===== src/rtl/core/odo_pkg.sv =====
// ----------------------------------------------------------------------------
// odo_pkg
// shared constants, types and tables of the wheel odometry block
// ----------------------------------------------------------------------------
package odo_pkg;

    localparam int CordicSteps = 16;
    localparam int SumW        = 32;
    localparam int CfgW        = 24;
    localparam int CfgIdxW     = 1;
    localparam int IterW       = $clog2(CordicSteps + 1);
    localparam int QueueDepth  = 2;
    localparam int QPtrW       = $clog2(QueueDepth);

    localparam logic [CfgIdxW-1:0] REG_MPT = 1'b0;
    localparam logic [CfgIdxW-1:0] REG_IBW = 1'b1;

    localparam logic [CfgW-1:0] MptReset = 24'd1079445;
    localparam logic [CfgW-1:0] IbwReset = 24'd270810;

    localparam logic [1:0] ACT_LEFT  = 2'd0;
    localparam logic [1:0] ACT_RIGHT = 2'd1;
    localparam logic [1:0] ACT_TICK  = 2'd2;

    localparam logic [31:0] QuarterTurn = 32'h4000_0000;
    localparam logic [31:0] HalfTurn    = 32'h8000_0000;
    localparam logic [29:0] InvTwoPiQ32 = 30'd683565276;
    localparam logic signed [33:0] CordicGain = 34'sd652032874;
    localparam logic [30:0] MagLimit = '1;

    typedef struct packed {
        logic signed [SumW:0] sum_s;
        logic signed [SumW:0] sum_d;
    } tick_t;

    typedef enum logic [4:0] {
        ST_IDLE, ST_SMUL_LO, ST_SMUL_HI, ST_SFIN, ST_DMUL_LO, ST_DMUL_HI, ST_DFIN,
        ST_RAD, ST_WLO, ST_WHI, ST_WFIN, ST_C1_INIT, ST_C1_ITER, ST_XMUL, ST_XADD,
        ST_YMUL, ST_YADD, ST_C2_INIT, ST_C2_ITER, ST_EMIT
    } back_state_t;

    // binary-angle arctangent of 2^-i
    function automatic logic [31:0] atan_entry(input logic [4:0] i);
        logic [31:0] r;
        begin
            case (i)
                5'd0:  r = 32'd536870912;
                5'd1:  r = 32'd316933406;
                5'd2:  r = 32'd167458907;
                5'd3:  r = 32'd85004756;
                5'd4:  r = 32'd42667331;
                5'd5:  r = 32'd21354465;
                5'd6:  r = 32'd10679838;
                5'd7:  r = 32'd5340245;
                5'd8:  r = 32'd2670163;
                5'd9:  r = 32'd1335087;
                5'd10: r = 32'd667544;
                5'd11: r = 32'd333772;
                5'd12: r = 32'd166886;
                5'd13: r = 32'd83443;
                5'd14: r = 32'd41722;
                5'd15: r = 32'd20861;
                5'd16: r = 32'd10430;
                5'd17: r = 32'd5215;
                5'd18: r = 32'd2608;
                5'd19: r = 32'd1304;
                5'd20: r = 32'd652;
                5'd21: r = 32'd326;
                5'd22: r = 32'd163;
                5'd23: r = 32'd81;
                default: r = 32'd0;
            endcase
            return r;
        end
    endfunction

endpackage


===== src/rtl/core/odo_queue.sv =====
// ----------------------------------------------------------------------------
// odo_queue
// short tick queue between front and back
// ----------------------------------------------------------------------------
module odo_queue (
    input  logic              clk,
    input  logic              rst_n,
    input  logic              push,
    input  odo_pkg::tick_t    push_item,
    output logic              full,
    input  logic              pop,
    output logic              not_empty,
    output odo_pkg::tick_t    head
);
    localparam int CntW = $clog2(odo_pkg::QueueDepth + 1);

    odo_pkg::tick_t              mem_reg [odo_pkg::QueueDepth];
    logic [odo_pkg::QPtrW-1:0]   wptr_reg, wptr_next, rptr_reg, rptr_next;
    logic [CntW-1:0]             cnt_reg, cnt_next;

    assign full      = (cnt_reg == CntW'(odo_pkg::QueueDepth));
    assign not_empty = (cnt_reg != '0);
    assign head      = mem_reg[rptr_reg];

    always_comb
    begin
        wptr_next = push ? wptr_reg + 1'b1 : wptr_reg;
        rptr_next = pop  ? rptr_reg + 1'b1 : rptr_reg;
        cnt_next  = cnt_reg + CntW'(push) - CntW'(pop);
    end

    always_ff @(posedge clk)
    begin
        if (push)
        begin
            mem_reg[wptr_reg] <= push_item;
        end
    end

    always_ff @(posedge clk or negedge rst_n)
    begin
        if (!rst_n)
        begin
            wptr_reg <= '0;
            rptr_reg <= '0;
            cnt_reg  <= '0;
        end
        else
        begin
            wptr_reg <= wptr_next;
            rptr_reg <= rptr_next;
            cnt_reg  <= cnt_next;
        end
    end
endmodule


===== config.mk =====
export PLATFORM = sky130hd
export DESIGN_NAME = odo_queue
export DESIGN_NICKNAME = d
export VERILOG_FILES = /design/src/rtl/core/odo_pkg.sv /design/src/rtl/core/odo_queue.sv
export SDC_FILE = /design/constraint.sdc
export NUM_CORES = 1
export LEC_CHECK = 0
export BUFFER_PORTS_ARGS = -buffer_cell sky130_fd_sc_hd__buf_2
export CORE_ASPECT_RATIO = 0.9
export CORE_UTILIZATION = 58
export CTS_BUF_LIST = sky130_fd_sc_hd__clkbuf_8
export CTS_CLUSTER_DIAMETER = 200
export DETAILED_ROUTE_END_ITERATION = 8
export GPL_TIMING_DRIVEN = 0
export PLACE_DENSITY = 0.94
export RECOVER_POWER = 50
export SLEW_MARGIN = 5
export SYNTH_ARGS = -nofsm -noshare
export SYNTH_HDL_FRONTEND = slang
export SYNTH_SLANG_ARGS = --single-unit

===== constraint.sdc =====
create_clock -name clk -period 7.6 [get_ports clk]
set_clock_uncertainty 0.1 [all_clocks]
set_input_delay 1.9 -clock clk [delete_from_list [all_inputs] [get_ports clk]]
set_output_delay 1.9 -clock clk [all_outputs]
set_load 0.05 [all_outputs]

==> results.sh, run 1 <==
export IMPL_outcome="finished with violations"
export IMPL_violations="capacitance limit, slew limit"
export IMPL_slowest_stage="nor2b_1"
export IMPL_rows=31
export IMPL_routed_wl_um=8390
export IMPL_wl_per_cell_um=16.6
export IMPL_die_y_um=90.7
export IMPL_placed_cells_incl_taps=475
export IMPL_antenna_cells=0
export IMPL_final_min_clock_period_ns=3.97
export IMPL_finalHoldViolCount=0
export IMPL_ys_warnings_count=0
export IMPL_grt_pass1_wl_um=12800
export IMPL_grt_max_degree=41
export IMPL_synth_seq_area_share_pct=80.1
export IMPL_max_cap_viol_count=2
export IMPL_tightest_slew_ns=2.12
export IMPL_cp_arrival_ns=3.98
export IMPL_clkSinkCount=136
export IMPL_fin_crit_sh_pct=52.3
export IMPL_nNetsFinal=451
export IMPL_cts_tree="yes"
export IMPL_pre_cts_ws_ns=4.23
export IMPL_syn_avg_cell_area_um2=23.1
export IMPL_p_leak_nw=2.43
export IMPL_path_max_fanout=27
export IMPL_vdd_ir_drop_max_uv=286
export IMPL_wl_met3_um=654
export IMPL_synth_nets=292
export IMPL_netlist_area_um2=5070
export IMPL_post_cts_buffers=0
export IMPL_synthDominantCellAreaShare_pct=78.1
export IMPL_hpwl_um=5900
export IMPL_core_um2=8260
export IMPL_clk_path_buf_depth=2
export IMPL_start_util_pct=61.4
export IMPL_path_clk_slew_ns=0.07
export IMPL_grt_pass1_vias=2710
export IMPL_fin_ws_ns=3.63
export IMPL_die_area_um2=9130
export IMPL_max_stage_delay_ns=1.62
export IMPL_synth_top_cell_by_area="edfxtp_1"
export IMPL_dr_max_layer_used="met4"
export IMPL_synth_cell_types=14
export IMPL_fin_tns_setup_ns=0
export IMPL_grt_overflow_total=0
export IMPL_max_freq_ghz=0.252
export IMPL_grt_use_total_pct=19.7
export IMPL_netlist_instances=220
export IMPL_synth_seq_cells=136
export IMPL_cts_htree_levels=4
export IMPL_worstSetupEndpointType="flop"
export IMPL_largest_reg_flops=132
export IMPL_cts_made_buffers=17
export IMPL_port_buffers=137
export IMPL_gp_congestion=0.685
export IMPL_wl_met2_um=4400
export IMPL_drc=0
export IMPL_setup_violations=0
export IMPL_netlist_top_cells_area="edfxtp_1 78%, mux2_4 8.9%, mux2_2 8.0%"
export IMPL_cts_root_buffer="clkbuf_8"
export IMPL_clk_latency_ns=0.42
export IMPL_worstSetupStartpointType="primary input"
export IMPL_via_per_inst=5.10
export IMPL_pwr_density_cell_nw_per_um2=438
export IMPL_rsz0062_at_grt="false"
export IMPL_slew_violations=47
export IMPL_drive_gt1_share_pct=54.5
export IMPL_max_slew_margin_pct=-41.6
export IMPL_path_class="in2reg"
export IMPL_vias=2580
export IMPL_drtIter0Drc=61
export IMPL_drt_pass1_iter_count=4
export IMPL_grt_antenna_before_repair=0
export IMPL_hold_class="reg2reg"
export IMPL_critical_path_required_ns=7.61
export IMPL_post_cts_resized=0
export IMPL_min_path_cells=1
export IMPL_hold_buffers=0
export IMPL_die_width_um=101
export IMPL_path_cells="clkbuf_1, nor2b_1, buf_12"
export IMPL_stdcell_count=506
export IMPL_reg2regPathDepth=2
export IMPL_ant_nets=0
export IMPL_wl_met1_um=3270
export IMPL_area_delta_synth_final_pct=24.0
export IMPL_io_pins=138
==> metrics by stage <==
| step | total power, mW | util, % | instance area, um2 | hold WS [ns] |
|---|---|---|---|---|
| 6_report | 2.76 | 76.2 | 6290 | 0.405 |
| 5_1_grt | 2.87 | 76.2 | 6290 | 0.438 |
| 4_1_cts | 2.79 | 76.8 | 6340 | 0.467 |
| 3_5_place_dp | 2.26 | 72.4 | 5980 | 0.452 |
| 3_3_place_gp | 2.23 | 71.5 | 5900 | 0.369 |
| 2_1_floorplan | 2.01 | - | 5070 | 0.355 |
==> area by class of cell <==
cell class / instances / area [um2]
Inverter: 2 / 7.51
Tap cell: 115 / 144
Multi-Input combinational cell: 75 / 947
Clock buffer: 17 / 234
Timing Repair Buffer: 140 / 714
Buffer: 7 / 56.3
Fill cell: 512 / 1970
Clock inverter: 14 / 126
Sequential cell: 136 / 4060
==> worst paths after layout <==
path | startpoint | end | slack, ns
worst max-delay path | push | mem_reg[0][29] | 3.63
worst min-delay path | wptr_reg | wptr_reg | 0.40
worst max register to register | wptr_reg | mem_reg[0][29] | 4.90
worst min register to register | wptr_reg | wptr_reg | 0.40
max in group asynchronous | rst_n | wptr_reg | 6.00
min in group asynchronous | rst_n | cnt_reg[1] | 1.20
==> routing by layer <==
layer,vias up,global-route usage (%)
li1,1190,-
met1,1263,21.0
met2,119,34.8
met3,8,8.13
met4,0,6.88
met5,-,0
==> cell families (layout without fill, tap and decap cells) <==
family,after synthesis,after routing,synth area share (%)
xor gates and xnor gates,3,3,0.814
adders and majority gates,2,2,0.493
buffers and inverters,9,180,1.26
DFF,136,136,80.1
muxes,66,66,16.9
and+or+nand+nor,4,4,0.493
==> Yosys cell counts (all sizes together) <==
master    n
ha        2
dfrtp     4
mux2     66
xor3      1
buf       7
edfxtp  132
xor2      2
and2      1
or2       1
inv       2
nor2b     2
==> where the power goes <==
group | total (mW) | switching [mW] | leakage [nW] | internal, mW
sequential | 1.04 | 0.0391 | 1.29 | 0.998
combinational | 1.20 | 0.824 | 0.964 | 0.373
clock | 0.526 | 0.268 | 0.176 | 0.258
total | 2.76 | 1.13 | 2.43 | 1.63
==> worst max-delay path: cells and delay by family <==
kind / cells / cell delay [ns]
buffers and inverters: 2 / 0.45
and+or+nand+nor: 1 / 1.62
==> layout by cell type, fill, tap and decap left out, drive strengths merged <==
cell type / Yosys / final
and2: 1 / 1
buf: 7 / 116
bufinv: 0 / 1
clkbuf: 0 / 48
clkinv: 0 / 5
clkinvlp: 0 / 4
dfrtp: 4 / 4
edfxtp: 132 / 132
ha: 2 / 2
inv: 2 / 6
mux2: 66 / 66
nor2b: 2 / 2
or2: 1 / 1
xor2: 2 / 2
xor3: 1 / 1
(Power assumes the default switching activity.)
==> run 2: changes to the inputs <==
CORE_UTILIZATION = 54   (was 58)
PLACE_DENSITY = 0.89   (was 0.94)
clock period = 3.9 ns   (was 7.6 ns; I/O delays follow)
==> results.sh, run 2 (synthesized netlist as in run 1, its figures left out) <==
export IMPL_cp_arrival_ns=3.16
export IMPL_worstSetupEndpointType="flop"
export IMPL_drtIter0Drc=90
export IMPL_pwr_density_cell_nw_per_um2=854
export IMPL_die_y_um=94.0
export IMPL_drive_gt1_share_pct=55.5
export IMPL_clk_latency_ns=0.41
export IMPL_clkSinkCount=136
export IMPL_fin_tns_setup_ns=0
export IMPL_slowest_stage="nor2b_1"
export IMPL_path_class="in2reg"
export IMPL_vias=2525
export IMPL_cts_htree_levels=4
export IMPL_wl_met2_um=4160
export IMPL_wl_met3_um=551
export IMPL_max_freq_ghz=0.318
export IMPL_start_util_pct=55.6
export IMPL_critical_path_required_ns=3.91
export IMPL_violations="capacitance limit, slew limit"
export IMPL_final_common_cell="edfxtp_1"
export IMPL_drc=0
export IMPL_cts_made_buffers=17
export IMPL_hold_buffers=0
export IMPL_fin_ws_ns=0.753
export IMPL_cts_tree="yes"
export IMPL_core_um2=9130
export IMPL_hold_class="in2async"
export IMPL_p_leak_nw=2.43
export IMPL_finalHoldViolCount=0
export IMPL_port_buffers=137
export IMPL_hpwl_um=5320
export IMPL_setup_violations=0
export IMPL_max_slew_margin_pct=-49.0
export IMPL_grt_pass1_vias=2618
export IMPL_fillers=640
export IMPL_wl_met1_um=3350
export IMPL_pre_cts_ws_ns=1.43
export IMPL_grt_antenna_before_repair=0
export IMPL_worstSetupStartpointType="primary input"
export IMPL_area_delta_synth_final_pct=23.9
export IMPL_tightest_slew_ns=2.23
export IMPL_fin_crit_sh_pct=80.7
export IMPL_rsz0062_at_grt="false"
export IMPL_path_max_fanout=25
export IMPL_ant_nets=0
export IMPL_outcome="finished with violations"
export IMPL_wl_per_cell_um=15.8
export IMPL_grt_pass1_wl_um=12400
export IMPL_antenna_cells=0
export IMPL_rows=33
export IMPL_dr_max_layer_used="met4"
export IMPL_cts_root_buffer="clkbuf_8"
export IMPL_routed_wl_um=8120
export IMPL_max_stage_delay_ns=1.70
export IMPL_placed_cells_incl_taps=481
export IMPL_stdcell_count=513
export IMPL_gp_congestion=0.701
export IMPL_die_width_um=104
export IMPL_path_cells="clkbuf_1, nor2b_1, buf_12"
export IMPL_path_clk_slew_ns=0.08
export IMPL_grt_overflow_total=0
export IMPL_drt_pass1_iter_count=4
export IMPL_grt_use_total_pct=17.2
export IMPL_die_area_um2=9790
export IMPL_clk_path_buf_depth=2
export IMPL_finish_utilization_pct=68.9
export IMPL_power_mw=5.37
export IMPL_final_min_clock_period_ns=3.15
export IMPL_max_cap_viol_count=2
export IMPL_via_per_inst=4.92
export IMPL_io_pins=138
export IMPL_post_cts_resized=0
export IMPL_slew_violations=88
export IMPL_largest_reg_flops=132
export IMPL_vdd_ir_drop_max_uv=493
export IMPL_nNetsFinal=450
export IMPL_mostFrequentLayoutCells="132 x edfxtp_1, 112 x buf_2, 36 x mux2_2"
export IMPL_grt_max_degree=67
export IMPL_post_cts_buffers=0
==> run 2: cell count changes in the layout (fill, tap and decap cells not counted) <==
cell        before  now
clkinv_4         3    1
clkinv_2         2    5
buf_12           2    1
clkbuf_1        31   28
and2_2           0    1
buf_2          109  112
clkinv_1         0    1
clkinvlp_4       4    3
inv_6            3    4
and2_0           1    0
inv_1            3    2
==> run 2: critical path, delay by kind of cell <==
family | cells | cell delay [ns]
and+or+nand+nor | 1 | 1.70
buffers and inverters | 2 | 0.46
==> run 2: path summary, 6_finish.rpt <==
kind	end	depth (start not counted)	slack [ns]	from
max	mem_reg[0][57]	3	0.75	push
min	cnt_reg[0]	1	0.28	rst_n
max reg2reg	mem_reg[0][57]	2	1.13	wptr_reg
min reg2reg	wptr_reg	1	0.39	wptr_reg
max in group asynchronous	rptr_reg	1	3.22	rst_n
min in group clk	wptr_reg	1	0.39	wptr_reg
==> run 2: layout make-up <==
| class | instances | area [um2] | area share [%] |
|---|---|---|---|
| Sequential cell | 136 | 4060 | 64.6 |
| Inverter | 2 | 7.51 | 0.119 |
| Timing Repair Buffer | 139 | 699 | 11.1 |
| Tap cell | 122 | 153 | 2.43 |
| Clock buffer | 17 | 234 | 3.72 |
| Buffer | 7 | 55.1 | 0.876 |
| Multi-Input combinational cell | 75 | 948 | 15.1 |
| Clock inverter | 15 | 125 | 1.99 |
==> run 2: where the power goes <==
part / switching [mW] / leakage (nW) / internal (mW)
Combinational: 1.60 / 0.965 / 0.715
Sequential: 0.0734 / 1.29 / 1.95
Clock: 0.525 / 0.180 / 0.503
==> run 2: metrics by stage <==
stage	hold WS [ns]	cell area, um2
after floorplan	0.373	5080
after detailed placement	0.438	5970
after CTS	0.223	6330
final	0.281	6290
after global placement	0.386	5920
after global routing	0.255	6290
==> run 2: per-layer routing <==
metal / vias up / GRT usage (%)
met3: 4 / 7.63
met5: - / 0
met4: 0 / 6.79
met2: 99 / 28.6
met1: 1235 / 19.8
li1: 1187 / -
==> run 3: changes to the inputs <==
CORE_UTILIZATION = 49   (was 54)
PLACE_DENSITY = 0.85   (was 0.89)
clock period = 2.7 ns   (was 3.9 ns; I/O delays follow)
==> results.sh, run 3 (synthesized netlist as in run 1, its figures left out) <==
export IMPL_vdd_ir_drop_max_uv=924
export IMPL_grt_use_total_pct=16.4
export IMPL_cp_arrival_ns=1.78
export IMPL_gp_congestion=0.674
export IMPL_clk_path_buf_depth=2
export IMPL_max_stage_delay_ns=0.41
export IMPL_cts_tree="yes"
export IMPL_drt_pass1_iter_count=4
export IMPL_post_cts_buffers=0
export IMPL_critPathTopFamily="buffers and inverters"
export IMPL_critical_path_required_ns=1.92
export IMPL_grt_overflow_total=0
export IMPL_final_min_clock_period_ns=2.56
export IMPL_wl_per_cell_um=16.2
export IMPL_grt_max_degree=40
export IMPL_max_slew_margin_pct=8.66
export IMPL_vias=2512
export IMPL_port_buffers=137
export IMPL_max_cap_viol_count=0
export IMPL_worstSetupEndpointType="output port"
export IMPL_drtIter0Drc=63
export IMPL_routed_wl_um=8430
export IMPL_cts_root_buffer="clkbuf_8"
export IMPL_worstSetupStartpointType="flop"
export IMPL_grt_pass1_wl_um=12800
export IMPL_start_util_pct=51.4
export IMPL_mostFrequentLayoutCells="132 x edfxtp_1, 109 x buf_2, 36 x mux2_2"
export IMPL_cts_htree_levels=4
export IMPL_stdcell_count=519
export IMPL_antenna_cells=0
export IMPL_r2r_setup_slack_ns=0.43
export IMPL_outcome="finished, final reports clean"
export IMPL_grt_pass1_vias=2636
export IMPL_grt_antenna_before_repair=0
export IMPL_hold_class="in2reg"
export IMPL_finish_utilization_pct=64.5
export IMPL_io_pins=138
export IMPL_slowest_stage="dfrtp_1"
export IMPL_max_freq_ghz=0.391
export IMPL_nNetsFinal=452
export IMPL_p_leak_nw=2.46
export IMPL_die_y_um=98.5
export IMPL_final_area_um2=6370
export IMPL_power_mw=7.97
export IMPL_rsz0062_at_grt="false"
export IMPL_clk_latency_ns=0.40
export IMPL_dpl_cell_area_um2=6000
export IMPL_finalHoldViolCount=0
export IMPL_die_area_um2=10800
export IMPL_clkSinkCount=136
export IMPL_hpwl_um=5700
export IMPL_via_per_inst=4.84
export IMPL_tightest_slew_ns=1.37
export IMPL_rows=34
export IMPL_cts_made_buffers=17
export IMPL_pwr_density_cell_nw_per_um2=1250
export IMPL_area_delta_synth_final_pct=25.5
export IMPL_placed_cells_incl_taps=486
export IMPL_path_clk_slew_ns=0.08
export IMPL_slew_violations=0
export IMPL_core_um2=9870
export IMPL_path_class="reg2out"
export IMPL_critical_path_buf_inv_count=3
export IMPL_fin_crit_sh_pct=94.7
export IMPL_ant_nets=0
export IMPL_path_max_fanout=10
export IMPL_die_width_um=109
export IMPL_drc=0
export IMPL_final_common_cell="edfxtp_1"
export IMPL_drive_gt1_share_pct=54.2
export IMPL_setup_violations=0
export IMPL_largest_reg_flops=132
export IMPL_path_cells="buf_4, buf_6, mux2_4, buf_2"
==> run 3: path summary, 6_finish.rpt <==
path                               start        endpoint  cells after the start
max                             rptr_reg        head[27]                      4
min                        push_item[27]  mem_reg[1][27]                      1
max reg2reg                     wptr_reg  mem_reg[0][29]                      3
min reg2reg                     wptr_reg        wptr_reg                      1
max in group asynchronous          rst_n        rptr_reg                      2
min in group asynchronous          rst_n      cnt_reg[0]                      2
==> run 3: stage by stage <==
stage	hold slack, ns	worst slack (ns)	setup TNS [ns]
6_report	0.347	0.142	0
3_3_place_gp	0.385	-0.170	-11.07
2_1_floorplan	0.279	0.493	0
3_5_place_dp	0.389	0.339	0
5_1_grt	0.314	0.0189	0
4_1_cts	0.320	0.0840	0
==> run 3: what timing repair did <==
| item | in CTS | in global routing |
|---|---|---|
| gates resized for setup | 0 | 0 |
| hold buffers | 1 | 0 |
| endpoints found under the hold margin | 4 | 0 |
==> run 3: report_power, final <==
| group | leakage [nW] | internal [mW] | switching, mW |
|---|---|---|---|
| combinational | 0.970 | 1.05 | 2.31 |
| sequential | 1.29 | 2.80 | 0.109 |
| clock | 0.204 | 0.918 | 0.782 |
| total | 2.46 | 4.77 | 3.20 |
==> run 3: area by class of cell <==
| cell class | instances | area [um2] |
|---|---|---|
| Sequential cell | 136 | 4060 |
| Fill cell | 716 | 3500 |
| Multi-Input combinational cell | 75 | 950 |
| Timing Repair Buffer | 141 | 724 |
| Clock buffer | 17 | 234 |
| Clock inverter | 15 | 176 |
| Tap cell | 126 | 158 |
| Buffer | 7 | 56.3 |
| Inverter | 2 | 7.51 |
==> run 3: routing by layer <==
layer  track usage, %  share of wire [%]  vias up
li1                 -                  -     1191
met1             18.1                 39     1217
met2             29.2                 53       94
met3             6.35                7.1       10
met4             4.72               0.89        0
met5                0                  0        -
==> run 3: worst register-to-register path, stage by stage, from the launching register on <==
cell	delay, ns
dfrtp_1	0.41
nor2b_2	1.01
buf_16	0.26
buf_12	0.21
