<file path="config.mk">
export PLATFORM = sky130hd
export DESIGN_NAME = odo_front_flat
export DESIGN_NICKNAME = d
export VERILOG_FILES = /design/src/rtl/core/odo_pkg.sv /design/src/rtl/core/odo_cmd_if.sv /design/src/rtl/core/odo_front.sv /design/src/flat_wrapper.sv
export SDC_FILE = /design/constraint.sdc
export NUM_CORES = 1
export LEC_CHECK = 0
export BUFFER_PORTS_ARGS = -buffer_cell sky130_fd_sc_hd__buf_2
export CORE_AREA = 2 2 144 146
export DETAILED_ROUTE_END_ITERATION = 10
export DIE_AREA = 0 0 146 148
export GPL_TIMING_DRIVEN = 0
export SYNTH_ARGS = -nofsm -noshare
export SYNTH_HDL_FRONTEND = slang
export SYNTH_SLANG_ARGS = --single-unit
</file>
<file path="constraint.sdc">
create_clock -name clk -period 3.08 [get_ports clk]
set_input_delay 0.308 -clock clk [delete_from_list [all_inputs] [get_ports clk]]
set_output_delay 0.308 -clock clk [all_outputs]
set_load 0.02 [all_outputs]
</file>
<file path="src/rtl/core/odo_pkg.sv">
// ----------------------------------------------------------------------------
// odo_pkg
// shared constants, types and tables of the wheel odometry block
// ----------------------------------------------------------------------------
package odo_pkg;

    localparam int CordicSteps = 16;
    localparam int SumW        = 32;
    localparam int CfgW        = 24;
    localparam int CfgIdxW     = 1;
    localparam int IterW       = $clog2(CordicSteps + 1);
    localparam int QueueDepth  = 2;
    localparam int QPtrW       = $clog2(QueueDepth);

    localparam logic [CfgIdxW-1:0] REG_MPT = 1'b0;
    localparam logic [CfgIdxW-1:0] REG_IBW = 1'b1;

    localparam logic [CfgW-1:0] MptReset = 24'd1079445;
    localparam logic [CfgW-1:0] IbwReset = 24'd270810;

    localparam logic [1:0] ACT_LEFT  = 2'd0;
    localparam logic [1:0] ACT_RIGHT = 2'd1;
    localparam logic [1:0] ACT_TICK  = 2'd2;

    localparam logic [31:0] QuarterTurn = 32'h4000_0000;
    localparam logic [31:0] HalfTurn    = 32'h8000_0000;
    localparam logic [29:0] InvTwoPiQ32 = 30'd683565276;
    localparam logic signed [33:0] CordicGain = 34'sd652032874;
    localparam logic [30:0] MagLimit = '1;

    typedef struct packed {
        logic signed [SumW:0] sum_s;
        logic signed [SumW:0] sum_d;
    } tick_t;

    typedef enum logic [4:0] {
        ST_IDLE, ST_SMUL_LO, ST_SMUL_HI, ST_SFIN, ST_DMUL_LO, ST_DMUL_HI, ST_DFIN,
        ST_RAD, ST_WLO, ST_WHI, ST_WFIN, ST_C1_INIT, ST_C1_ITER, ST_XMUL, ST_XADD,
        ST_YMUL, ST_YADD, ST_C2_INIT, ST_C2_ITER, ST_EMIT
    } back_state_t;

    // binary-angle arctangent of 2^-i
    function automatic logic [31:0] atan_entry(input logic [4:0] i);
        logic [31:0] r;
        begin
            case (i)
                5'd0:  r = 32'd536870912;
                5'd1:  r = 32'd316933406;
                5'd2:  r = 32'd167458907;
                5'd3:  r = 32'd85004756;
                5'd4:  r = 32'd42667331;
                5'd5:  r = 32'd21354465;
                5'd6:  r = 32'd10679838;
                5'd7:  r = 32'd5340245;
                5'd8:  r = 32'd2670163;
                5'd9:  r = 32'd1335087;
                5'd10: r = 32'd667544;
                5'd11: r = 32'd333772;
                5'd12: r = 32'd166886;
                5'd13: r = 32'd83443;
                5'd14: r = 32'd41722;
                5'd15: r = 32'd20861;
                5'd16: r = 32'd10430;
                5'd17: r = 32'd5215;
                5'd18: r = 32'd2608;
                5'd19: r = 32'd1304;
                5'd20: r = 32'd652;
                5'd21: r = 32'd326;
                5'd22: r = 32'd163;
                5'd23: r = 32'd81;
                default: r = 32'd0;
            endcase
            return r;
        end
    endfunction

endpackage

</file>
<file path="src/rtl/core/odo_cmd_if.sv">
// ----------------------------------------------------------------------------
// odo_cmd_if
// encoder and tick item channel
// ----------------------------------------------------------------------------
interface odo_cmd_if;
    logic               valid;
    logic               ready;
    logic [1:0]         action;
    logic signed [15:0] count_delta;

    modport source (output valid, action, count_delta, input ready);
    modport sink   (input valid, action, count_delta, output ready);
endinterface

</file>
<file path="src/rtl/core/odo_front.sv">
// ----------------------------------------------------------------------------
// odo_front
// accumulates encoder counts and turns each tick into a queued sum pair
// ----------------------------------------------------------------------------
module odo_front (
    input  logic              clk,
    input  logic              rst_n,
    odo_cmd_if.sink           cmd,
    input  logic              q_full,
    output logic              q_push,
    output odo_pkg::tick_t    q_item
);
    logic signed [odo_pkg::SumW-1:0] left_reg, left_next;
    logic signed [odo_pkg::SumW-1:0] right_reg, right_next;
    logic signed [odo_pkg::SumW:0]   left_ext, right_ext, add_sum;
    logic signed [odo_pkg::SumW-1:0] add_sat;
    logic                            accept;

    assign cmd.ready = !q_full;
    assign accept    = cmd.valid && cmd.ready;
    assign left_ext  = {left_reg[odo_pkg::SumW-1], left_reg};
    assign right_ext = {right_reg[odo_pkg::SumW-1], right_reg};

    always_comb
    begin
        add_sum = ((cmd.action == odo_pkg::ACT_RIGHT) ? right_ext : left_ext)
                  + (odo_pkg::SumW+1)'(cmd.count_delta);
        // saturate when the two top bits disagree
        if (add_sum[odo_pkg::SumW] != add_sum[odo_pkg::SumW-1])
        begin
            add_sat = {add_sum[odo_pkg::SumW], {(odo_pkg::SumW-1){!add_sum[odo_pkg::SumW]}}};
        end
        else
        begin
            add_sat = add_sum[odo_pkg::SumW-1:0];
        end
    end

    always_comb
    begin
        left_next    = left_reg;
        right_next   = right_reg;
        q_push       = 1'b0;
        q_item.sum_s = right_ext + left_ext;
        q_item.sum_d = right_ext - left_ext;
        if (accept)
        begin
            unique case (cmd.action)
                odo_pkg::ACT_LEFT:  left_next  = add_sat;
                odo_pkg::ACT_RIGHT: right_next = add_sat;
                odo_pkg::ACT_TICK:
                begin
                    q_push     = 1'b1;
                    left_next  = '0;
                    right_next = '0;
                end
                default: ;
            endcase
        end
    end

    always_ff @(posedge clk or negedge rst_n)
    begin
        if (!rst_n)
        begin
            left_reg  <= '0;
            right_reg <= '0;
        end
        else
        begin
            left_reg  <= left_next;
            right_reg <= right_next;
        end
    end
endmodule

</file>
<file path="src/flat_wrapper.sv">
// flat-port wrapper written by rule: the top's interface ports become plain ports
module odo_front_flat 
  (clk, rst_n, q_full, q_push, q_item, cmd_valid, cmd_action, cmd_count_delta, cmd_ready);
  odo_cmd_if cmd_i ();
  input  logic clk;
  input  logic rst_n;
  input  logic q_full;
  output logic q_push;
  output odo_pkg::tick_t q_item;
  input wire logic [$bits(cmd_i.valid)-1:0] cmd_valid;
  input wire logic [$bits(cmd_i.action)-1:0] cmd_action;
  input wire logic [$bits(cmd_i.count_delta)-1:0] cmd_count_delta;
  output wire logic [$bits(cmd_i.ready)-1:0] cmd_ready;
  assign cmd_i.valid = cmd_valid;
  assign cmd_i.action = cmd_action;
  assign cmd_i.count_delta = cmd_count_delta;
  assign cmd_ready = cmd_i.ready;
  odo_front u_core (.clk(clk), .rst_n(rst_n), .cmd(cmd_i), .q_full(q_full), .q_push(q_push), .q_item(q_item));
endmodule
</file>
==> results of run 1 <==
synthesized netlist by cell type, drive strengths merged, types with 15 or more instances:
cell	n	area share, %
clkbuf	42	2.0
a31oi	18	1.5
nor2	96	4.6
nand3	16	1.1
inv	68	3.3
nand2	124	5.9
o21ai	119	7.6
nor3	15	0.96
a21o	20	1.9
o21bai	19	2.0
xnor2	63	7.1
xor2	19	2.1
ha	100	16
a21oi	89	5.7
dfrtp	64	20
nand2b	20	1.6
area by class of cell:
type,instances,area [um^2],area share (%)
clock buffers,11,252.7,2.089
clock inverters,5,38.79,0.3206
plain buffers,33,327.8,2.709
inverters,68,270.3,2.234
well taps,270,337.8,2.792
flip-flops and latches,64,1607,13.28
repair buffers,229,1888,15.60
multi-input cells,864,7377,60.97
per-stage QoR:
stage | TNS [ns] | util (%) | cell area (um^2) | instances | setup slack (ns)
after floorplan | -0.1094 | - | 8013 | 1050 | -0.02190
after global placement | -67.85 | 43.89 | 8796 | 1409 | -1.232
after detailed placement | -68.05 | 43.93 | 8803 | 1410 | -1.081
after CTS | -8.882 | 55.08 | 11040 | 1495 | -0.4738
after global routing | -40.37 | 60.38 | 12100 | 1544 | -0.5823
final | -30.39 | 60.38 | 12100 | 1544 | -0.4749
routing by layer:
metal  routed length, um  part of all wire [%]
met3                1185                   4.3
met2               13390                    48
met4                 662                   2.4
met1               12460                    45
met5                   0                     0
repair_timing:
item,in CTS,in global routing
pin swaps,73,94
setup buffers,84,57
resized for setup,304,196
gates cloned,4,3
hold buffers,0,0
setup endpoints to repair,109,102
how the worst max path moves through the flow:
stage,to,slack [ns],cells after the start
after global placement,q_item[63],-1.23,10
after floorplan,u_core.left_reg[14],-0.02,17
after CTS,q_item[63],-0.47,15
after global routing,q_item[32],-0.58,13
final,q_item[61],-0.47,16
after detailed placement,q_item[63],-1.08,13
cells by family after synthesis:
logic type	synth area share, %
compound gates	28.10
xor+xnor	9.255
fa+ha+maj	16.72
buf+inv	6.143
flops	20.42
mux	0.4149
simple gates	18.94
critical path, cell delays in order, from the launching register on:
cell and delay, ns:
sky130_fd_sc_hd__dfrtp_1 0.40, sky130_fd_sc_hd__buf_6 0.13, sky130_fd_sc_hd__ha_4 0.15, sky130_fd_sc_hd__inv_2 0.05, sky130_fd_sc_hd__fa_2 0.23, sky130_fd_sc_hd__nor2_4 0.05, sky130_fd_sc_hd__o21ai_4 0.22, sky130_fd_sc_hd__a31oi_4 0.15
sky130_fd_sc_hd__a311oi_4 0.34, sky130_fd_sc_hd__buf_4 0.19, sky130_fd_sc_hd__nor4_4 0.04, sky130_fd_sc_hd__buf_4 0.16, sky130_fd_sc_hd__o21ai_4 0.18, sky130_fd_sc_hd__nand3b_1 0.15, sky130_fd_sc_hd__a21oi_2 0.18, sky130_fd_sc_hd__xnor2_1 0.12
sky130_fd_sc_hd__buf_4 0.16
==> summary.md, run 1 <==
| Metric | Value |
|---|---|
| Number of slew-limit violations in the final report | `0` |
| Average cell area after synthesis | `7.468 um^2` |
| Busiest layer in global routing | `met2` |
| Number of endpoints failing setup at the final stage | `99` |
| Commonest register cell after synthesis | `sky130_fd_sc_hd__dfrtp_1` |
| Sequential share of the synthesized area | `20.42%` |
| Total GRT Usage | `between 20 and 25%` |
| Clock tree from TritonCTS | `built` |
| DRC violations left | `0` |
| GR Layer Usage met2 | `41.27%` |
| Global routing usage on met3 | `2.377%` |
| Clock Root Buffer | `sky130_fd_sc_hd__clkbuf_16` |
| Max Fanout on Critical Path | `3` |
| Vias per inst | `5.543` |
| Aggregate routed wire length | `27,690 um` |
| Number of enable flip-flop cells after synthesis | `0` |
| Capture instance of the worst register-to-register path | `u_core.right_reg[11]` |
| I/O Buffers | `89` |
| IO Count | `90` |
| Drt pass-1 iters | `5` |
| Upper clock frequency limit | `0.2813 GHz` |
| Maximum number of pins on one net before global-route repair | `65` |
| Flip-flop and latch count after synthesis | `64` |
| Critical setup path kind | `reg -> out` |
| Area enclosed by the die boundary | `21,610 um^2` |
| Net total in the final layout | `approximately 1,400` |
| First-pass GRT wire length | `42,500 um` |
| Initial standard-cell utilization of the core | `39.13%` |
| Smallest hold slack | `a little under 0.07 ns` |
| Inserted Clock Buffers | `9` |
| Startpoint of the lowest-slack register-to-register path | `u_core.left_reg[0]` |
| Start point of the critical path | `u_core.left_reg[0]` |
| Antenna violations before repair | `0` |
| Outcome | `finished with violations` |
| Tightest Hold Check Type | `in -> async` |
| Number of cells produced by synthesis | `between 1,000 and 1,500` |
| Crit end category | `primary output` |
| Worst-margin pin slew | `1.108 ns` |
| Maximum level of the CTS H-tree | `3` |
| Clk slew on worst S/H paths | `0.06 ns` |
| Most common cell after layout, fill and taps aside | `sky130_fd_sc_hd__buf_4` |
| Period utilization | `115.4%` |
| Count of routing violations after the opening detailed-route iteration | `597` |
| Synthesized netlist net count | `around 1,200` |
| Data arrival at the endpoint of the critical path | `3.25 ns` |
| Number of distinct library cells after synthesis | `71` |
| Number of global-route vias before repair | `8,020` |
| Slack of the critical path | `-0.4749 ns` |
| Violated checks | `setup timing` |
| Highest-count cells in the layout ignoring fill and taps | `sky130_fd_sc_hd__buf_4 (131), sky130_fd_sc_hd__nand2_1 (120), sky130_fd_sc_hd__nor2_1 (67)` |
| Clk Latency, worst-skew pair | `0.35 ns` |
| Depth of the worst register-to-register path | `19` |
| Core area | `20,040 um^2` |
| Post-synth design cell area | `slightly below 8000 um^2` |
| Die outline width | `146 um` |
| Final GP Congestion | `0.9354` |
| HPWL after detailed placement | `about 19,000 um` |
| Max Buffers Root-to-Sink | `2` |
| Worst clock skew on the final layout | `0.008429 ns` |
| Count of antenna diodes in the layout | `0` |
| Total number of clock tree sinks | `64` |
| Rel. slew slack | `25.64%` |
| Growth of design area from synthesis to finish | `54.30%` |
| Fin. Hold Viols | `0` |
| Met1 usage | `roughly 33%` |
| Ys async rst share | `100.0%` |
| Vias after detailed routing | `8,559` |
| Die outline height | `148 um` |
| Total gr overflow | `0` |
| Share of final-layout standard cells stronger than drive strength 1 | `41.68%` |
| Tmin final | `3.555 ns` |
| WL/cell | `around 18 um` |
| Number of routed nets with antenna violations | `0` |
| FF-to-FF setup slack | `-0.40 ns` |
| Crit path launch type | `flip-flop` |
| Unrepaired setup endpoints after global routing | `yes` |
| Crit path required time | `2.77 ns` |
| Number of synthesis warnings | `0` |
| Max-capacitance violation count | `0` |
| Site row count | `52` |
| Fillers | `roughly 1,800` |
Power of run 1 is left out: the tool's default activity adds up to more than one toggle a clock period on the data nets, which glitch-free logic cannot reach.
==> run 2, diff against run 1 <==
- ABC_AREA: default -> 1
- CORE_AREA: 2 2 144 146 -> 2 2 156 158
- DIE_AREA: 0 0 146 148 -> 0 0 158 160
==> run 2 against run 1 <==
Effect of this change: the flow now finishes without violations; sequential cell count is the same; count of clock-buffer cells in the layout shrank 2; sequential share of layout area grew 0.93 points; die area grew 17%; wire length grew 10%; worst setup slack gained 0.54 ns; highest routed layer unchanged.
==> summary.md, run 2 <==
| Metric | Value |
|---|---|
| Final GP Congestion | `1.015 (was 0.9354)` |
| Data arrival at the endpoint of the critical path | `2.71 ns (was 3.25 ns)` |
| Chain of cells forming the critical path | `ha_1, o21ai_0, a21oi_1, o21ai_0, a221oi_1, nand3_1, nand2_1, buf_2 (was buf_6, ha_4, inv_2, fa_2, nor2_4, o21ai_4, a31oi_4, a311oi_4, buf_4, nor4_4, buf_4, o21ai_4, nand3b_1, a21oi_2, xnor2_1, buf_4)` |
| Hold-fix buffers, CTS | `0 (unchanged)` |
| Drt pass-1 iters | `5 (unchanged)` |
| First-pass GRT wire length | `47,700 um (was 42,500 um)` |
| Total gr overflow | `0 (unchanged)` |
| Startpoint of the lowest-slack register-to-register path | `u_core.left_reg[0] (unchanged)` |
| Clock tree from TritonCTS | `built (unchanged)` |
| DRC violations left | `0 (unchanged)` |
| Tightest Hold Check Type | `in -> async (unchanged)` |
| Net total in the final layout | `1,812 (was 1,394)` |
| Cell occurring most often along the worst timing path | `sky130_fd_sc_hd__o21ai_0 (was sky130_fd_sc_hd__buf_4)` |
| Upper clock frequency limit | `0.3314 GHz (was 0.2813 GHz)` |
| Site row count | `57 (was 52)` |
| Critical setup path kind | `reg -> out (unchanged)` |
| Initial standard-cell utilization of the core | `39.14% (was 39.13%)` |
| Capture instance of the worst register-to-register path | `u_core.left_reg[10] (was u_core.right_reg[11])` |
| Start point of the critical path | `u_core.right_reg[16] (was u_core.left_reg[0])` |
| Worst-margin pin slew | `0.8161 ns (was 1.108 ns)` |
| Number of enable flip-flop cells after synthesis | `0 (unchanged)` |
| Share of final-layout standard cells stronger than drive strength 1 | `17.20% (was 41.68%)` |
| Number of buffers and inverters on the critical path | `1 (was 5)` |
| Highest-count cells in the layout ignoring fill and taps | `sky130_fd_sc_hd__nand2_1 (487), sky130_fd_sc_hd__inv_1 (230), sky130_fd_sc_hd__nor2_1 (127) (was sky130_fd_sc_hd__buf_4 (131), sky130_fd_sc_hd__nand2_1 (120), sky130_fd_sc_hd__nor2_1 (67))` |
| Vias per inst | `4.970 (was 5.543)` |
| Synthesized netlist net count | `1,688 (was 1,175)` |
| Clk Latency, worst-skew pair | `0.33 ns (was 0.35 ns)` |
| Count of antenna diodes in the layout | `0 (unchanged)` |
| Number of endpoints failing setup at the final stage | `0 (was 99)` |
| Basic-gate share of the synthesized area counting and, or, nand and nor cells | `35.57% (was 18.94%)` |
| Area share of xor/xnor cells in the synthesized design | `6.575% (was 9.255%)` |
| Average cell area after synthesis | `5.965 um^2 (was 7.468 um^2)` |
| HPWL after detailed placement | `25,600 um (was 18,760 um)` |
| Number of distinct library cells after synthesis | `37 (was 71)` |
| Die outline width | `158 um (was 146 um)` |
| Most numerous cell types in the synthesized netlist | `sky130_fd_sc_hd__nand2_1 (496), sky130_fd_sc_hd__inv_1 (232), sky130_fd_sc_hd__nand3_1 (133) (was sky130_fd_sc_hd__nand2_1 (124), sky130_fd_sc_hd__o21ai_0 (101), sky130_fd_sc_hd__ha_1 (100))` |
| Number of slew-limit violations in the final report | `0 (unchanged)` |
| Compound-gate portion of the synthesized area | `13.93% (was 28.10%)` |
| Sequential share of the synthesized area | `17.18% (was 20.42%)` |
| Maximum level of the CTS H-tree | `3 (unchanged)` |
| Growth of design area from synthesis to finish | `21.07% (was 54.30%)` |
| Yosys top cell by area | `sky130_fd_sc_hd__nand2_1 (was sky130_fd_sc_hd__dfrtp_1)` |
| Share of synthesized cell area in full adder, half adder and majority cells | `14.06% (was 16.72%)` |
| Unrepaired setup endpoints after global routing | `yes (unchanged)` |
| Total number of clock tree sinks | `64 (unchanged)` |
| Count of routing violations after the opening detailed-route iteration | `554 (was 597)` |
| Mux contribution to synthesized area | `0% (was 0.4149%)` |
| Main combinational cell family by area after synthesis | `simple AND/OR/NAND/NOR gates (was compound AO/OA/AOI/OAI gates)` |
| Critical path depth in cells | `8 (was 16)` |
| Inserted Clock Buffers | `9 (unchanged)` |
| Max Fanout on Critical Path | `8 (was 3)` |
| Depth of the worst register-to-register path | `22 (was 19)` |
| Worst clock skew on the final layout | `0.006600 ns (was 0.008429 ns)` |
| Clock Root Buffer | `sky130_fd_sc_hd__clkbuf_16 (unchanged)` |
| Max-capacitance violation count | `0 (unchanged)` |
| Setup TNS | `0 ns (was -30.39 ns)` |
| Outcome | `finished, final reports clean (was finished with violations)` |
| Number of cells produced by synthesis | `1,563 (was 1,050)` |
| Fin. Hold Viols | `0 (unchanged)` |
| I/O Buffers | `89 (unchanged)` |
| IO Count | `90 (unchanged)` |
| Clk slew on worst S/H paths | `0.06 ns (about the same)` |
| Slowest cell on crit path | `sky130_fd_sc_hd__ha_1 (was sky130_fd_sc_hd__dfrtp_1)` |
| Vias after detailed routing | `10,020 (was 8,559)` |
| Die outline height | `160 um (was 148 um)` |
| Number of routed nets with antenna violations | `0 (unchanged)` |
| Crit path required time | `2.77 ns (about the same)` |
| CP peak stage delay | `0.49 ns (was 0.40 ns)` |
| Cells taking the most area after synthesis | `sky130_fd_sc_hd__nand2_1 (20%), sky130_fd_sc_hd__dfrtp_1 (17%), sky130_fd_sc_hd__ha_1 (13%) (was sky130_fd_sc_hd__dfrtp_1 (20%), sky130_fd_sc_hd__ha_1 (16%), sky130_fd_sc_hd__xnor2_1 (6.9%))` |
| Ys async rst share | `100.0% (unchanged)` |
| Commonest register cell after synthesis | `sky130_fd_sc_hd__dfrtp_1 (unchanged)` |
| Tmin final | `3.017 ns (was 3.555 ns)` |
| FF-to-FF setup slack | `0.26 ns (was -0.40 ns)` |
| Core area | `23,820 um^2 (was 20,040 um^2)` |
| Aggregate routed wire length | `30,520 um (was 27,690 um)` |
| Total GRT Usage | `23.93% (was 24.48%)` |
| Max Buffers Root-to-Sink | `2 (unchanged)` |
| Maximum number of pins on one net before global-route repair | `65 (unchanged)` |
| Post-synth design cell area | `9324 um^2 (was 7841 um^2)` |
| Cell family contributing the most delay on the critical path | `compound AO/OA/AOI/OAI gates (unchanged)` |
| Period utilization | `97.97% (was 115.4%)` |
| WL/cell | `15.14 um (was 17.94 um)` |
| Antenna violations before repair | `0 (unchanged)` |
| Most common cell after layout, fill and taps aside | `sky130_fd_sc_hd__nand2_1 (was sky130_fd_sc_hd__buf_4)` |
| Flip-flop and latch count after synthesis | `64 (unchanged)` |
| Area enclosed by the die boundary | `25,280 um^2 (was 21,610 um^2)` |
| Leading cell type by number of instances after synthesis | `sky130_fd_sc_hd__nand2_1 (unchanged)` |
| Fillers | `2,590 (was 1,755)` |
| Number of global-route vias before repair | `9,500 (was 8,020)` |
| Yosys top cell area share | `19.97% (was 20.42%)` |
| Number of synthesis warnings | `0 (unchanged)` |
| Crit path launch type | `flip-flop (unchanged)` |
| Rel. slew slack | `45.59% (was 25.64%)` |
| Crit end category | `primary output (unchanged)` |
run 2: changes by cell type after synthesis, sizes merged, moves of 35 or more:
cell,delta
xnor2,-49
o21ai,-37
nor2,+35
inv,+164
nand2,+380
xor2,+37
nand3,+118
run 2: how the worst max path moves through the flow:
stage	to	slack (ns)
5_1_grt	q_item[61]	-0.01
3_3_place_gp	u_core.left_reg[6]	-0.96
3_5_place_dp	u_core.right_reg[0]	-0.98
2_1_floorplan	u_core.right_reg[21]	0.13
6_report	q_item[60]	0.06
4_1_cts	q_item[60]	-0.02
run 2: cell type report:
type / instances / area (um^2) / area share [%]
buffer: 40 / 315.3 / 2.793
clock buffer: 9 / 225.2 / 1.995
clock inverter: 7 / 120.1 / 1.064
inverter: 232 / 870.8 / 7.714
multi-input combinational: 1210 / 6964 / 61.69
sequential: 64 / 1604 / 14.21
tap: 324 / 405.4 / 3.591
timing repair buffer: 130 / 783.3 / 6.939
run 2: what timing repair did:
| item | CTS | global route |
|---|---|---|
| setup buffers | 16 | 25 |
| setup endpoints to repair | 102 | 94 |
| pin swaps | 14 | 36 |
| gates resized for setup | 71 | 110 |
run 2: cells by family (layout without fill, tap and decap cells):
kind of cell / after synthesis / in the layout
AOI/OAI and AO/OA: 231 / 231
xor gates and xnor gates: 70 / 70
adders and majority gates: 103 / 103
buffers and inverters: 289 / 418
DFF: 64 / 64
and+or+nand+nor: 806 / 806
run 2: per-layer routing:
layer  wire length [um]  vias up  GRT usage (%)
met5                  0        -              0
met4               1164        0          9.337
met3               1340       60          1.520
met2              13580      274          38.54
met1              14440     4472          33.43
li1                   -     5214              -
run 2: worst register-to-register path: stages (launching register included):
cell                      delay (ns)
sky130_fd_sc_hd__dfrtp_1        0.41
sky130_fd_sc_hd__buf_4          0.13
sky130_fd_sc_hd__nor2_1         0.05
sky130_fd_sc_hd__a21oi_4        0.15
sky130_fd_sc_hd__ha_4           0.15
sky130_fd_sc_hd__inv_1          0.05
sky130_fd_sc_hd__fa_2           0.34
sky130_fd_sc_hd__inv_1          0.06
sky130_fd_sc_hd__nand2_1        0.04
sky130_fd_sc_hd__nand2_1        0.07
sky130_fd_sc_hd__nand3_1        0.09
sky130_fd_sc_hd__nand2_2        0.10
sky130_fd_sc_hd__nand2_1        0.07
sky130_fd_sc_hd__nand2_2        0.11
sky130_fd_sc_hd__nand2_2        0.09
sky130_fd_sc_hd__nand2_1        0.08
sky130_fd_sc_hd__nand2_1        0.06
sky130_fd_sc_hd__nand2_2        0.12
sky130_fd_sc_hd__a21oi_4        0.08
sky130_fd_sc_hd__buf_12         0.14
sky130_fd_sc_hd__buf_6          0.14
sky130_fd_sc_hd__nand3_1        0.12
sky130_fd_sc_hd__nand2_1        0.06
run 2: through the flow:
stage               hold WS [ns]  area [um^2]  setup WS, ns  utilization (%)  instances
floorplan                0.01241         9324        0.1251                -       1563
CTS                      0.09860        10810      -0.01881            45.38       2001
global placement          0.4946        10170       -0.9577            42.71       1976
global route              0.1292        11290      -0.01172            47.39       2016
finish                   0.05764        11290       0.06253            47.39       2016
detailed placement        0.4532        10180       -0.9755            42.73       1976
Power of run 2 is left out for the same reason.
==> run 3, diff against run 2 <==
- CORE_AREA: 2 2 156 158 -> 2 2 140 142
- DIE_AREA: 0 0 158 160 -> 0 0 142 144
- PLACE_DENSITY: default -> 0.71
==> run 3 against run 2 <==
Effect of this change: cell count shrank 3.9%; non-clock buffer count up 7; wire length decreased by 0.92%; register-to-register slack got worse by 0.08 ns; utilization is 12 points higher; worst setup slack improved by 0.023 ns; critical path depth grew 5; maximum frequency increased by 0.76%; sequential share of layout area hardly changed; critical path type unchanged; highest routed layer unchanged.
==> summary.md, run 3 (synthesized netlist as in run 2, its figures left out) <==
| Metric | Value |
|---|---|
| Unrepaired setup endpoints after global routing | `yes (unchanged)` |
| Die outline height | `144 um (was 160 um)` |
| Clock Root Buffer | `sky130_fd_sc_hd__clkbuf_16 (unchanged)` |
| Outcome | `finished, final reports clean (unchanged)` |
| Worst clock skew on the final layout | `0.002768 ns (was 0.006600 ns)` |
| Clk slew on worst S/H paths | `0.06 ns (about the same)` |
| Number of endpoints failing setup at the final stage | `0 (unchanged)` |
| Total gr overflow | `0 (unchanged)` |
| Max Buffers Root-to-Sink | `2 (unchanged)` |
| I/O Buffers | `89 (unchanged)` |
| Initial standard-cell utilization of the core | `48.87% (was 39.14%)` |
| Vias after detailed routing | `10,350 (was 10,020)` |
| Core area | `19,080 um^2 (was 23,820 um^2)` |
| Count of routing violations after the opening detailed-route iteration | `699 (was 554)` |
| Antenna violations before repair | `0 (unchanged)` |
| Drt pass-1 iters | `8 (was 5)` |
| Slack of the critical path | `0.08532 ns (was 0.06253 ns)` |
| Site row count | `51 (was 57)` |
| Total number of clock tree sinks | `64 (unchanged)` |
| Highest Signal Layer | `met4 (unchanged)` |
| Die outline width | `142 um (was 158 um)` |
| First-pass GRT wire length | `47,020 um (was 47,700 um)` |
| Vias per inst | `5.342 (was 4.970)` |
| Highest-count cells in the layout ignoring fill and taps | `sky130_fd_sc_hd__nand2_1 (485), sky130_fd_sc_hd__inv_1 (231), sky130_fd_sc_hd__nor2_1 (127) (was sky130_fd_sc_hd__nand2_1 (487), sky130_fd_sc_hd__inv_1 (230), sky130_fd_sc_hd__nor2_1 (127))` |
| Hold-fix buffers, CTS | `0 (unchanged)` |
| Crit end category | `primary output (unchanged)` |
| Share of final-layout standard cells stronger than drive strength 1 | `17.72% (was 17.20%)` |
| Data arrival at the endpoint of the critical path | `2.69 ns (was 2.71 ns)` |
| Tightest Hold Check Type | `in -> async (unchanged)` |
| Max Fanout on Critical Path | `8 (unchanged)` |
| Number of global-route vias before repair | `9,457 (was 9,500)` |
| Final GP Congestion | `0.9915 (was 1.015)` |
| Upper clock frequency limit | `0.3339 GHz (was 0.3314 GHz)` |
| Max-capacitance violation count | `0 (unchanged)` |
| Crit path required time | `2.77 ns (about the same)` |
| Growth of design area from synthesis to finish | `20.87% (was 21.07%)` |
| Instance count after placement with tap cells included | `1,890 (was 1,976)` |
| Tmin final | `2.995 ns (was 3.017 ns)` |
| Clk Latency, worst-skew pair | `0.33 ns (about the same)` |
| Minimum setup slack after placement | `-0.9284 ns (was -0.9755 ns)` |
| DRC violations left | `0 (unchanged)` |
| Critical setup path kind | `reg -> out (unchanged)` |
| Period utilization | `97.23% (was 97.97%)` |
| Crit path launch type | `flip-flop (unchanged)` |
| WL/cell | `15.61 um (was 15.14 um)` |
| Aggregate routed wire length | `30,240 um (was 30,520 um)` |
| Met3 routed wirelength | `1724 um (was 1340 um)` |
| Fin. Hold Viols | `0 (unchanged)` |
| Maximum number of pins on one net before global-route repair | `65 (unchanged)` |
| Area enclosed by the die boundary | `20,450 um^2 (was 25,280 um^2)` |
| Count of antenna diodes in the layout | `0 (unchanged)` |
| Cell Count, Final, Fillers Out | `1,937 (was 2,016)` |
| Met1 routed wirelength after detailed routing | `13,740 um (was 14,440 um)` |
| Inserted Clock Buffers | `9 (unchanged)` |
| Clock tree from TritonCTS | `built (unchanged)` |
| Maximum level of the CTS H-tree | `3 (unchanged)` |
| Worst-margin pin slew | `0.8029 ns (was 0.8161 ns)` |
| HPWL after detailed placement | `24,430 um (was 25,600 um)` |
| Number of slew-limit violations in the final report | `0 (unchanged)` |
| Detailed-routed wire length on met2 | `13,650 um (was 13,580 um)` |
| Rel. slew slack | `46.47% (was 45.59%)` |
| Total GRT Usage | `29.06% (was 23.93%)` |
| IO Count | `90 (unchanged)` |
| Most common cell after layout, fill and taps aside | `sky130_fd_sc_hd__nand2_1 (unchanged)` |
| Net total in the final layout | `1,819 (was 1,812)` |
| Number of routed nets with antenna violations | `0 (unchanged)` |
[run 3: final timing paths]
check,start,end,slack [ns],cells after the start
worst max register to register,u_core.right_reg[0],u_core.left_reg[9],0.18,20
max in group asynchronous,rst_n,u_core.left_reg[1],2.47,1
worst min register to register,u_core.left_reg[31],u_core.left_reg[31],0.51,2
min in group clk,cmd_count_delta[0],u_core.right_reg[0],0.49,6
worst min-delay path,rst_n,u_core.left_reg[1],0.07,1
worst max-delay path,u_core.left_reg[4],q_item[60],0.09,13
[run 3: final cells by class]
cell class	instances	area [um^2]
Buffer	41	325.3
Clock buffer	10	239.0
Clock inverter	6	91.34
Fill cell	1901	7810
Inverter	232	870.8
Multi-Input combinational cell	1210	7019
Sequential cell	64	1603
Tap cell	238	297.8
Timing Repair Buffer	136	823.3
[run 3: what timing repair did]
item / in CTS / in global routing
pin swaps: 8 / 35
setup endpoints to repair: 101 / 103
buffers inserted: 7 / 40
gates resized for setup: 65 / 117
cloned: 0 / 0
[run 3: critical path: stages (launching register included)]
cell and delay (ns):
sky130_fd_sc_hd__dfrtp_1 0.43, sky130_fd_sc_hd__inv_1 0.10, sky130_fd_sc_hd__ha_1 0.28, sky130_fd_sc_hd__buf_2 0.19, sky130_fd_sc_hd__o21ai_1 0.11, sky130_fd_sc_hd__a21oi_1 0.24
sky130_fd_sc_hd__o21ai_4 0.12, sky130_fd_sc_hd__a21oi_4 0.21, sky130_fd_sc_hd__buf_4 0.15, sky130_fd_sc_hd__nand3b_1 0.15, sky130_fd_sc_hd__nand2_1 0.08, sky130_fd_sc_hd__nand2_1 0.07
sky130_fd_sc_hd__nand2_1 0.06, sky130_fd_sc_hd__buf_2 0.16
[run 3: metrics by stage]
step           utilization, %  hold slack (ns)  area (um^2)  setup TNS [ns]
2_1_floorplan               -          0.01241         9324               0
3_3_place_gp            52.76           0.4939        10070          -52.73
3_5_place_dp            52.78           0.4429        10070          -56.33
4_1_cts                 55.58          0.09493        10610        -0.09747
5_1_grt                 59.07           0.1356        11270         -0.3827
6_report                59.07          0.06624        11270               0
[run 3: per-layer routing]
layer | global-route usage (%) | vias up
li1 | - | 5208
met1 | 40.00 | 4659
met2 | 47.60 | 416
met3 | 1.755 | 64
met4 | 12.11 | 0
met5 | 0 | -
Power of run 3 is left out for the same reason.
